<file path="config.mk">
export PLATFORM = sky130hd
export DESIGN_NAME = msp_v1_v2_frame_parser_top_flat
export DESIGN_NICKNAME = d
export VERILOG_FILES = /design/src/rtl/mspfp_pkg.sv /design/src/rtl/mspfp_if.sv /design/src/rtl/mspfp_crc8.sv /design/src/rtl/mspfp_core.sv /design/src/rtl/msp_v1_v2_frame_parser_top.sv /design/src/flat_wrapper.sv
export SDC_FILE = /design/constraint.sdc
export NUM_CORES = 1
export LEC_CHECK = 0
export BUFFER_PORTS_ARGS = -buffer_cell sky130_fd_sc_hd__buf_2
export CAP_MARGIN = 20
export CORE_UTILIZATION = 60
export DETAILED_ROUTE_END_ITERATION = 10
export PLACE_DENSITY_LB_ADDON = 0.1
export SLEW_MARGIN = 20
export SYNTH_ARGS = -nofsm -noshare
export SYNTH_HDL_FRONTEND = slang
export SYNTH_HIERARCHICAL = 1
export SYNTH_SLANG_ARGS = --single-unit
export TNS_END_PERCENT = 100
</file>
<file path="constraint.sdc">
create_clock -name i_clk -period 7.72 [get_ports i_clk]
set_input_delay 1.158 -clock i_clk [delete_from_list [all_inputs] [get_ports i_clk]]
set_output_delay 1.158 -clock i_clk [all_outputs]
set_load 0.02 [all_outputs]
</file>
<file path="src/rtl/mspfp_pkg.sv">
`default_nettype none

package mspfp_pkg;

    localparam logic [7:0] SYNC_CHAR = 8'h24;   // '$'
    localparam logic [7:0] TYPE_V1   = 8'h4D;   // 'M'
    localparam logic [7:0] TYPE_V2   = 8'h58;   // 'X'

    localparam logic [15:0] V1_HEADER = 16'd5;
    localparam logic [15:0] V2_HEADER = 16'd8;

    localparam logic [15:0] MAX_FRAME_LEN_RESET = 16'd256;

    typedef enum logic [1:0] {
        ST_MORE = 2'd0,
        ST_OK   = 2'd1,
        ST_ERR  = 2'd2
    } t_status;

    typedef struct packed {
        t_status     status;
        logic        is_v2;
        logic [15:0] command;
        logic [15:0] payload_len;
        logic [7:0]  payload_byte;
        logic        payload_valid;
        logic [15:0] payload_index;
    } t_result;

endpackage

`default_nettype wire

</file>
<file path="src/rtl/mspfp_if.sv">
`default_nettype none

// Received byte channel.
interface mspfp_rx_if;
    logic       valid;
    logic       ready;
    logic [7:0] rx_byte;

    modport source (output valid, output rx_byte, input ready);
    modport sink   (input valid, input rx_byte, output ready);
endinterface

// Per-byte parser result channel.
interface mspfp_res_if;
    logic        valid;
    logic        ready;
    logic [1:0]  status;
    logic        is_v2;
    logic [15:0] command;
    logic [15:0] payload_len;
    logic [7:0]  payload_byte;
    logic        payload_valid;
    logic [15:0] payload_index;

    modport source (output valid, output status, output is_v2, output command,
                    output payload_len, output payload_byte, output payload_valid,
                    output payload_index, input ready);
    modport sink   (input valid, input status, input is_v2, input command,
                    input payload_len, input payload_byte, input payload_valid,
                    input payload_index, output ready);
endinterface

// Configuration write channel for the receive buffer size.
interface mspfp_cfg_if;
    logic        valid;
    logic        ready;
    logic [15:0] data;

    modport source (output valid, output data, input ready);
    modport sink   (input valid, input data, output ready);
endinterface

`default_nettype wire

</file>
<file path="src/rtl/mspfp_crc8.sv">
`default_nettype none

// One byte of CRC-8 DVB-S2 (polynomial 0xD5), MSB first.
module mspfp_crc8 (
    input  wire logic [7:0] i_crc,
    input  wire logic [7:0] i_data,
    output logic      [7:0] o_crc
);

    always_comb begin
        logic [7:0] c;
        c = i_crc ^ i_data;
        for (int k = 0; k < 8; k++) begin
            if (c[7]) begin
                c = {c[6:0], 1'b0} ^ 8'hD5;
            end else begin
                c = {c[6:0], 1'b0};
            end
        end
        o_crc = c;
    end

endmodule

`default_nettype wire

</file>
<file path="src/rtl/mspfp_core.sv">
`default_nettype none

// Frame state and the per-byte decision. The state advances on i_fire and
// o_result describes the byte on i_byte against the current state.
module mspfp_core
    import mspfp_pkg::*;
(
    input  wire logic        i_clk,
    input  wire logic        i_rst_n,
    input  wire logic        i_fire,
    input  wire logic [7:0]  i_byte,
    input  wire logic [15:0] i_max_frame_len,
    output t_result          o_result
);

    logic [15:0] r_byte_count, n_byte_count;
    logic [7:0]  r_frame_type, n_frame_type;
    logic [15:0] r_frame_command, n_frame_command;
    logic [15:0] r_frame_length, n_frame_length;
    logic [7:0]  r_xor_sum, n_xor_sum;
    logic [7:0]  r_crc_sum, n_crc_sum;

    logic [7:0]  crc_seed;
    logic [7:0]  crc_next;
    logic [15:0] rel_v1;
    logic [15:0] rel_v2;

    assign crc_seed = (r_byte_count == 16'd3) ? 8'h00 : r_crc_sum;
    assign rel_v1   = r_byte_count - V1_HEADER;
    assign rel_v2   = r_byte_count - V2_HEADER;

    mspfp_crc8 u_crc (
        .i_crc  (crc_seed),
        .i_data (i_byte),
        .o_crc  (crc_next)
    );

    always_comb begin
        n_byte_count    = r_byte_count;
        n_frame_type    = r_frame_type;
        n_frame_command = r_frame_command;
        n_frame_length  = r_frame_length;
        n_xor_sum       = r_xor_sum;
        n_crc_sum       = r_crc_sum;
        o_result        = '0;
        o_result.status = ST_MORE;

        if (r_byte_count >= i_max_frame_len) begin
            // Buffer full: the byte is dropped and the parser starts over.
            n_byte_count    = '0;
            o_result.status = ST_ERR;
        end else begin
            n_byte_count = r_byte_count + 16'd1;
            if (r_byte_count == 16'd0) begin
                if (i_byte != SYNC_CHAR) begin
                    n_byte_count    = '0;
                    o_result.status = ST_ERR;
                end
            end else if (r_byte_count == 16'd1) begin
                n_frame_type   = i_byte;
                o_result.is_v2 = (i_byte == TYPE_V2);
            end else if (r_frame_type == TYPE_V1) begin
                if (r_byte_count == 16'd3) begin
                    n_frame_length = {8'h00, i_byte};
                    n_xor_sum      = i_byte;
                end else if (r_byte_count == 16'd4) begin
                    n_frame_command = {8'h00, i_byte};
                    n_xor_sum       = r_xor_sum ^ i_byte;
                end else if (r_byte_count >= V1_HEADER) begin
                    if (rel_v1 < r_frame_length) begin
                        n_xor_sum              = r_xor_sum ^ i_byte;
                        o_result.payload_byte  = i_byte;
                        o_result.payload_valid = 1'b1;
                        o_result.payload_index = rel_v1;
                    end else begin
                        n_byte_count = '0;
                        if (i_byte == r_xor_sum) begin
                            o_result.status      = ST_OK;
                            o_result.command     = r_frame_command;
                            o_result.payload_len = r_frame_length;
                        end else begin
                            o_result.status = ST_ERR;
                        end
                    end
                end
            end else if (r_frame_type == TYPE_V2) begin
                o_result.is_v2 = 1'b1;
                if (r_byte_count >= 16'd3 && r_byte_count < V2_HEADER) begin
                    n_crc_sum = crc_next;
                    if (r_byte_count == 16'd4) begin
                        n_frame_command = {r_frame_command[15:8], i_byte};
                    end else if (r_byte_count == 16'd5) begin
                        n_frame_command = {i_byte, r_frame_command[7:0]};
                    end else if (r_byte_count == 16'd6) begin
                        n_frame_length = {r_frame_length[15:8], i_byte};
                    end else if (r_byte_count == 16'd7) begin
                        n_frame_length = {i_byte, r_frame_length[7:0]};
                    end
                end else if (r_byte_count >= V2_HEADER) begin
                    if (rel_v2 < r_frame_length) begin
                        n_crc_sum              = crc_next;
                        o_result.payload_byte  = i_byte;
                        o_result.payload_valid = 1'b1;
                        o_result.payload_index = rel_v2;
                    end else begin
                        n_byte_count = '0;
                        if (i_byte == r_crc_sum) begin
                            o_result.status      = ST_OK;
                            o_result.command     = r_frame_command;
                            o_result.payload_len = r_frame_length;
                        end else begin
                            o_result.status = ST_ERR;
                        end
                    end
                end
            end else begin
                // Unknown frame type, reported on the byte after it.
                n_byte_count    = '0;
                o_result.status = ST_ERR;
            end
        end
    end

    always_ff @(posedge i_clk) begin
        if (!i_rst_n) begin
            r_byte_count    <= '0;
            r_frame_type    <= '0;
            r_frame_command <= '0;
            r_frame_length  <= '0;
            r_xor_sum       <= '0;
            r_crc_sum       <= '0;
        end else if (i_fire) begin
            r_byte_count    <= n_byte_count;
            r_frame_type    <= n_frame_type;
            r_frame_command <= n_frame_command;
            r_frame_length  <= n_frame_length;
            r_xor_sum       <= n_xor_sum;
            r_crc_sum       <= n_crc_sum;
        end
    end

endmodule

`default_nettype wire

</file>
<file path="src/rtl/msp_v1_v2_frame_parser_top.sv">
`default_nettype none

// MSP v1/v2 receive frame parser. Bytes from the serial link arrive on i_rx,
// one per transfer, and every byte yields exactly one result transfer on
// o_res: need-more, frame-ok (with command and payload length) or error, with
// each payload byte passed through together with its index as it arrives.
// No frame buffer is held; a byte count, the header fields and a running XOR
// (v1) or CRC-8 DVB-S2 (v2) checksum are enough. The block sustains one byte
// per clock cycle while o_res is not stalled: a byte is captured in an input
// register, then decided by the parser state and written to the result
// register. The receive buffer size (reset value 256) is written through
// i_cfg, which is always ready, and should only be changed while no byte is
// in flight.
module msp_v1_v2_frame_parser_top
    import mspfp_pkg::*;
(
    input  wire logic   i_clk,
    input  wire logic   i_rst_n,
    mspfp_rx_if.sink    i_rx,
    mspfp_cfg_if.sink   i_cfg,
    mspfp_res_if.source o_res
);

    logic [15:0] r_max_frame_len;

    logic        r_in_valid;
    logic [7:0]  r_in_byte;

    logic        r_out_valid;
    t_result     r_out;

    t_result     step_result;
    logic        advance;

    // The configuration port never stalls.
    assign i_cfg.ready = 1'b1;

    always_ff @(posedge i_clk) begin
        if (!i_rst_n) begin
            r_max_frame_len <= MAX_FRAME_LEN_RESET;
        end else if (i_cfg.valid) begin
            r_max_frame_len <= i_cfg.data;
        end
    end

    // A captured byte moves on once the result register is free or is being
    // emptied in this cycle; the input register then takes the next byte in
    // the same cycle, so a result that leaves in this cycle does not hold up a
    // fresh transfer. While a full result register is stalled, a captured
    // byte waits and the input is not ready.
    assign advance    = r_in_valid && (!r_out_valid || o_res.ready);
    assign i_rx.ready = !r_in_valid || advance;

    always_ff @(posedge i_clk) begin
        if (!i_rst_n) begin
            r_in_valid <= 1'b0;
        end else if (i_rx.ready) begin
            r_in_valid <= i_rx.valid;
        end
    end

    always_ff @(posedge i_clk) begin
        if (i_rx.valid && i_rx.ready) begin
            r_in_byte <= i_rx.rx_byte;
        end
    end

    mspfp_core u_core (
        .i_clk           (i_clk),
        .i_rst_n         (i_rst_n),
        .i_fire          (advance),
        .i_byte          (r_in_byte),
        .i_max_frame_len (r_max_frame_len),
        .o_result        (step_result)
    );

    always_ff @(posedge i_clk) begin
        if (!i_rst_n) begin
            r_out_valid <= 1'b0;
        end else if (advance) begin
            r_out_valid <= 1'b1;
        end else if (o_res.ready) begin
            r_out_valid <= 1'b0;
        end
    end

    always_ff @(posedge i_clk) begin
        if (advance) begin
            r_out <= step_result;
        end
    end

    assign o_res.valid         = r_out_valid;
    assign o_res.status        = r_out.status;
    assign o_res.is_v2         = r_out.is_v2;
    assign o_res.command       = r_out.command;
    assign o_res.payload_len   = r_out.payload_len;
    assign o_res.payload_byte  = r_out.payload_byte;
    assign o_res.payload_valid = r_out.payload_valid;
    assign o_res.payload_index = r_out.payload_index;

endmodule

`default_nettype wire
</file>
<file path="src/flat_wrapper.sv">
// flat-port wrapper written by rule: the top's interface ports become plain ports
module msp_v1_v2_frame_parser_top_flat import mspfp_pkg::*;
  (i_clk, i_rst_n, i_rx_valid, i_rx_rx_byte, i_rx_ready, i_cfg_valid, i_cfg_data, i_cfg_ready, o_res_valid, o_res_status, o_res_is_v2, o_res_command, o_res_payload_len, o_res_payload_byte, o_res_payload_valid, o_res_payload_index, o_res_ready);
  mspfp_rx_if i_rx_i ();
  mspfp_cfg_if i_cfg_i ();
  mspfp_res_if o_res_i ();
  input  wire logic i_clk;
  input  wire logic i_rst_n;
  input wire logic [$bits(i_rx_i.valid)-1:0] i_rx_valid;
  input wire logic [$bits(i_rx_i.rx_byte)-1:0] i_rx_rx_byte;
  output wire logic [$bits(i_rx_i.ready)-1:0] i_rx_ready;
  input wire logic [$bits(i_cfg_i.valid)-1:0] i_cfg_valid;
  input wire logic [$bits(i_cfg_i.data)-1:0] i_cfg_data;
  output wire logic [$bits(i_cfg_i.ready)-1:0] i_cfg_ready;
  output wire logic [$bits(o_res_i.valid)-1:0] o_res_valid;
  output wire logic [$bits(o_res_i.status)-1:0] o_res_status;
  output wire logic [$bits(o_res_i.is_v2)-1:0] o_res_is_v2;
  output wire logic [$bits(o_res_i.command)-1:0] o_res_command;
  output wire logic [$bits(o_res_i.payload_len)-1:0] o_res_payload_len;
  output wire logic [$bits(o_res_i.payload_byte)-1:0] o_res_payload_byte;
  output wire logic [$bits(o_res_i.payload_valid)-1:0] o_res_payload_valid;
  output wire logic [$bits(o_res_i.payload_index)-1:0] o_res_payload_index;
  input wire logic [$bits(o_res_i.ready)-1:0] o_res_ready;
  assign i_rx_i.valid = i_rx_valid;
  assign i_rx_i.rx_byte = i_rx_rx_byte;
  assign i_rx_ready = i_rx_i.ready;
  assign i_cfg_i.valid = i_cfg_valid;
  assign i_cfg_i.data = i_cfg_data;
  assign i_cfg_ready = i_cfg_i.ready;
  assign o_res_valid = o_res_i.valid;
  assign o_res_status = o_res_i.status;
  assign o_res_is_v2 = o_res_i.is_v2;
  assign o_res_command = o_res_i.command;
  assign o_res_payload_len = o_res_i.payload_len;
  assign o_res_payload_byte = o_res_i.payload_byte;
  assign o_res_payload_valid = o_res_i.payload_valid;
  assign o_res_payload_index = o_res_i.payload_index;
  assign o_res_i.ready = o_res_ready;
  msp_v1_v2_frame_parser_top u_core (.i_clk(i_clk), .i_rst_n(i_rst_n), .i_rx(i_rx_i), .i_cfg(i_cfg_i), .o_res(o_res_i));
endmodule
</file>
==> metrics.txt <==
DPL Wire Length=~14 mm; mapped cell area=approximately 9400 sq um; Die Span X=between 100 and 150 microns; share of layout cells above drive strength 1=14.1%; post-CTS setup repair buffer count=0; initial antenna violation count=0; Post-Route Utilization=around two thirds; crit path max fanout=18; fillers=~1300; first-pass GRT wire length=~34 mm; Post-route DRC=0; ys async rst share=0%; Main synth FF type=dfxtp_1; Hold Vio Cnt, Final=0; die area=~16000 sq um; post-synthesis sequential area ratio=between 40% and 50%; biggest area consumer among synthesized cells=edfxtp_1; Initial DRT Pass Iterations=5; fin nets=between 1000 and 1500; Final setup viols=0; # diodes=0; layout overhead on the synthesized area=11.2%; Synth Instances=around 990; IO Port Bufs=90; Final min period=about 5200 ps; syn_nets=between 1000 and 1500; Layout Skew=between 8 and 9 ps; Routed wire per std cell=16.9 microns; Leak Pwr=3.88 nW; clk slew on worst S/H paths=about 70 ps; outcome=complete, no violations; RSZ-0062 raised after global routing=false; CTS tree=built; CP Class=reg -> reg; Critical Path Start Type=flip-flop; CP max stage delay=710 ps; clock sinks=158; Core Area=about 15000 sq um; Synth Register Bits=approximately 160; Starting Density=61.7%; period utilisation layout=about two thirds; top post-synthesis cells by area=edfxtp_1 (22%), dfxtp_1 (19%), ha_1 (7.0%); I/O Pins=92; crit end category=flip-flop; CTS Hold Bufs=0; final WL=~21 mm; post-CTS sizing=0; FP Rows=45; drt initial violations=657; Post-synth top cells=dfxtp_1 (90), nand2_1 (82), edfxtp_1 (68); fmax=193 MHz; min-delay worst type=reg -> reg; Worst-Margin Slew=roughly 970 ps; die height=127 microns; uppermost layer routed=met4; number of enable flip-flop cells after synthesis=68; Vias/cell=roughly 5.9; TritonCTS Buffers=17; worst vdd ir=around 130 uV; Critical Path RT=roughly 7900 ps; power density over the cells=177 nW/um^2; Met3 Wirelength=approximately 1.2 mm; vias=between 7000 and 8000; Yosys cell types=71; routability congestion estimate=around 0.92; proportion of netlist area held by the largest area contributor=a little over a fifth; Avg Inst Size Synth=roughly 9.5 sq um; Fin Setup TNS=0 ps; vias in the first global route=around 6700; Slew HR=35.2%; clock root cell=clkbuf_16; htree depth=4; yosys warns=6; most common cell in the netlist=dfxtp_1; met2 WL post-DR=approximately 9.8 mm; antenna-violating nets left=0; GRT Overall Usage=approximately 27%; CP Cell Sequence=inv_1 > ha_1 > or3b_2 > or4_1 > nor2_1 > xor2_1 > ha_1 > a21oi_1 > o21ai_0 > a211oi_1 > a21oi_1 > a32oi_2 > nor2_2 > and2_1; Critical Path AT=5370 ps; largest net degree at the start of global routing=91; worst skew pair latency=between 400 and 500 ps; grt ovf=0; slowest CP cell=a32oi_2; Met1 Routed Length=around 10 mm; Clock Tree Buf Depth=2; max-cap violation count=0; Final Max Tran Viols=0
## layer usage
layer | GRT usage (%) | vias up
met1 | 38.0 | 3540
met4 | 10.5 | 0
li1 | - | 3637
met3 | 4.40 | 37
met2 | 42.3 | 280
met5 | 0 | -
## power breakdown
part	switching, mW	internal [mW]	total [mW]
Combinational	0.0735	0.0577	0.131
Sequential	0.0199	0.894	0.914
Clock	0.360	0.452	0.813
## sequential cells by signal (all words and copies together) (netlist names)
name / flops
u_core/o_res.payload_len: 16
u_core/r_in_byte: 8
u_core/u_core/r_xor_sum: 8
u_core/r_max_frame_len: 16
u_core/r_in_valid: 1
u_core/o_res.payload_valid: 1
u_core/o_res.payload_index: 16
u_core/u_core/r_crc_sum: 8
u_core/u_core/r_frame_length: 16
u_core/u_core/r_byte_count: 16
u_core/o_res.command: 16
u_core/u_core/r_frame_command: 16
u_core/o_res.valid: 1
u_core/o_res.status: 2
u_core/u_core/r_frame_type: 8
u_core/o_res.payload_byte: 8
u_core/o_res.is_v2: 1
## critical path, delay by kind of cell (launching register included)
kind                       cells  cell delay [ps]
AOI/OAI and AO/OA              5             1790
and+or+nand+nor                5             1770
DFF                            1              410
adders and majority gates      2              530
xor gates and xnor gates       1              240
buffers and inverters          1              190
## placed cells by master, fill, tap and decap left out, types with 8 or more instances in the layout
| cell type | synthesis | final |
|---|---|---|
| nand4_1 | 17 | 17 |
| nand2_1 | 82 | 82 |
| buf_2 | 4 | 89 |
| nor3b_1 | 21 | 21 |
| ha_1 | 53 | 53 |
| o211ai_1 | 8 | 8 |
| xor2_1 | 9 | 9 |
| nand3_1 | 63 | 63 |
| edfxtp_1 | 68 | 68 |
| and3_1 | 8 | 8 |
| clkbuf_16 | 0 | 17 |
| a31oi_1 | 20 | 20 |
| o21ai_0 | 25 | 25 |
| a21boi_0 | 14 | 14 |
| a21oi_1 | 27 | 27 |
| nor2_1 | 50 | 49 |
| dfxtp_1 | 90 | 90 |
| nor2b_1 | 47 | 46 |
| nor3_1 | 36 | 36 |
| a22oi_1 | 13 | 13 |
| a21boi_1 | 8 | 8 |
| nand3b_1 | 8 | 8 |
| inv_1 | 42 | 42 |
| xnor2_1 | 46 | 46 |
| and2_1 | 22 | 22 |
| mux2i_1 | 56 | 56 |
## cells by family after synthesis
kind of cell	after synthesis	synth area share, %
xor+xnor	66	7.44
buf+inv	110	4.93
fa+ha+maj	53	7.05
flops	158	40.8
mux	57	6.07
simple gates	397	22.9
other cells	1	0.0398
compound gates	147	10.7
## path summary, 6_finish.rpt
check | cells after the start | startpoint | end | slack, ps
worst max-delay path | 14 | u_core/u_core/r_byte_count[3]$_SDFFE_PN0P_ | u_core/o_res.command[11]$_DFFE_PP_ | 2530
worst min-delay path | 2 | u_core/u_core/r_frame_command[14]$_SDFFE_PN0P_ | u_core/u_core/r_frame_command[14]$_SDFFE_PN0P_ | 450
worst max register to register | 14 | u_core/u_core/r_byte_count[3]$_SDFFE_PN0P_ | u_core/o_res.command[11]$_DFFE_PP_ | 2530
worst min register to register | 2 | u_core/u_core/r_frame_command[14]$_SDFFE_PN0P_ | u_core/u_core/r_frame_command[14]$_SDFFE_PN0P_ | 450
## final cells by class
class | count | area [sq um] | share of cell area (%)
well taps | 211 | 264 | 2.52
inverters | 42 | 158 | 1.51
repair buffers | 97 | 509 | 4.87
clock inverters | 13 | 131 | 1.26
multi-input cells | 721 | 5130 | 49.0
clock buffers | 19 | 433 | 4.14
flip-flops and latches | 158 | 3840 | 36.7
## per-stage QoR
step	hold slack (ps)	worst slack (ps)	std cells	area [sq um]	power, mW
after global routing	469	2260	1261	10500	1.91
after global placement	440	2740	1228	9890	1.06
after CTS	456	2590	1260	10500	1.87
after detailed placement	442	2620	1228	9890	1.06
after floorplan	430	1180	989	9410	1.03
final	454	2530	1261	10500	1.86
No activity file was read; power rests on OpenSTA's default activity.
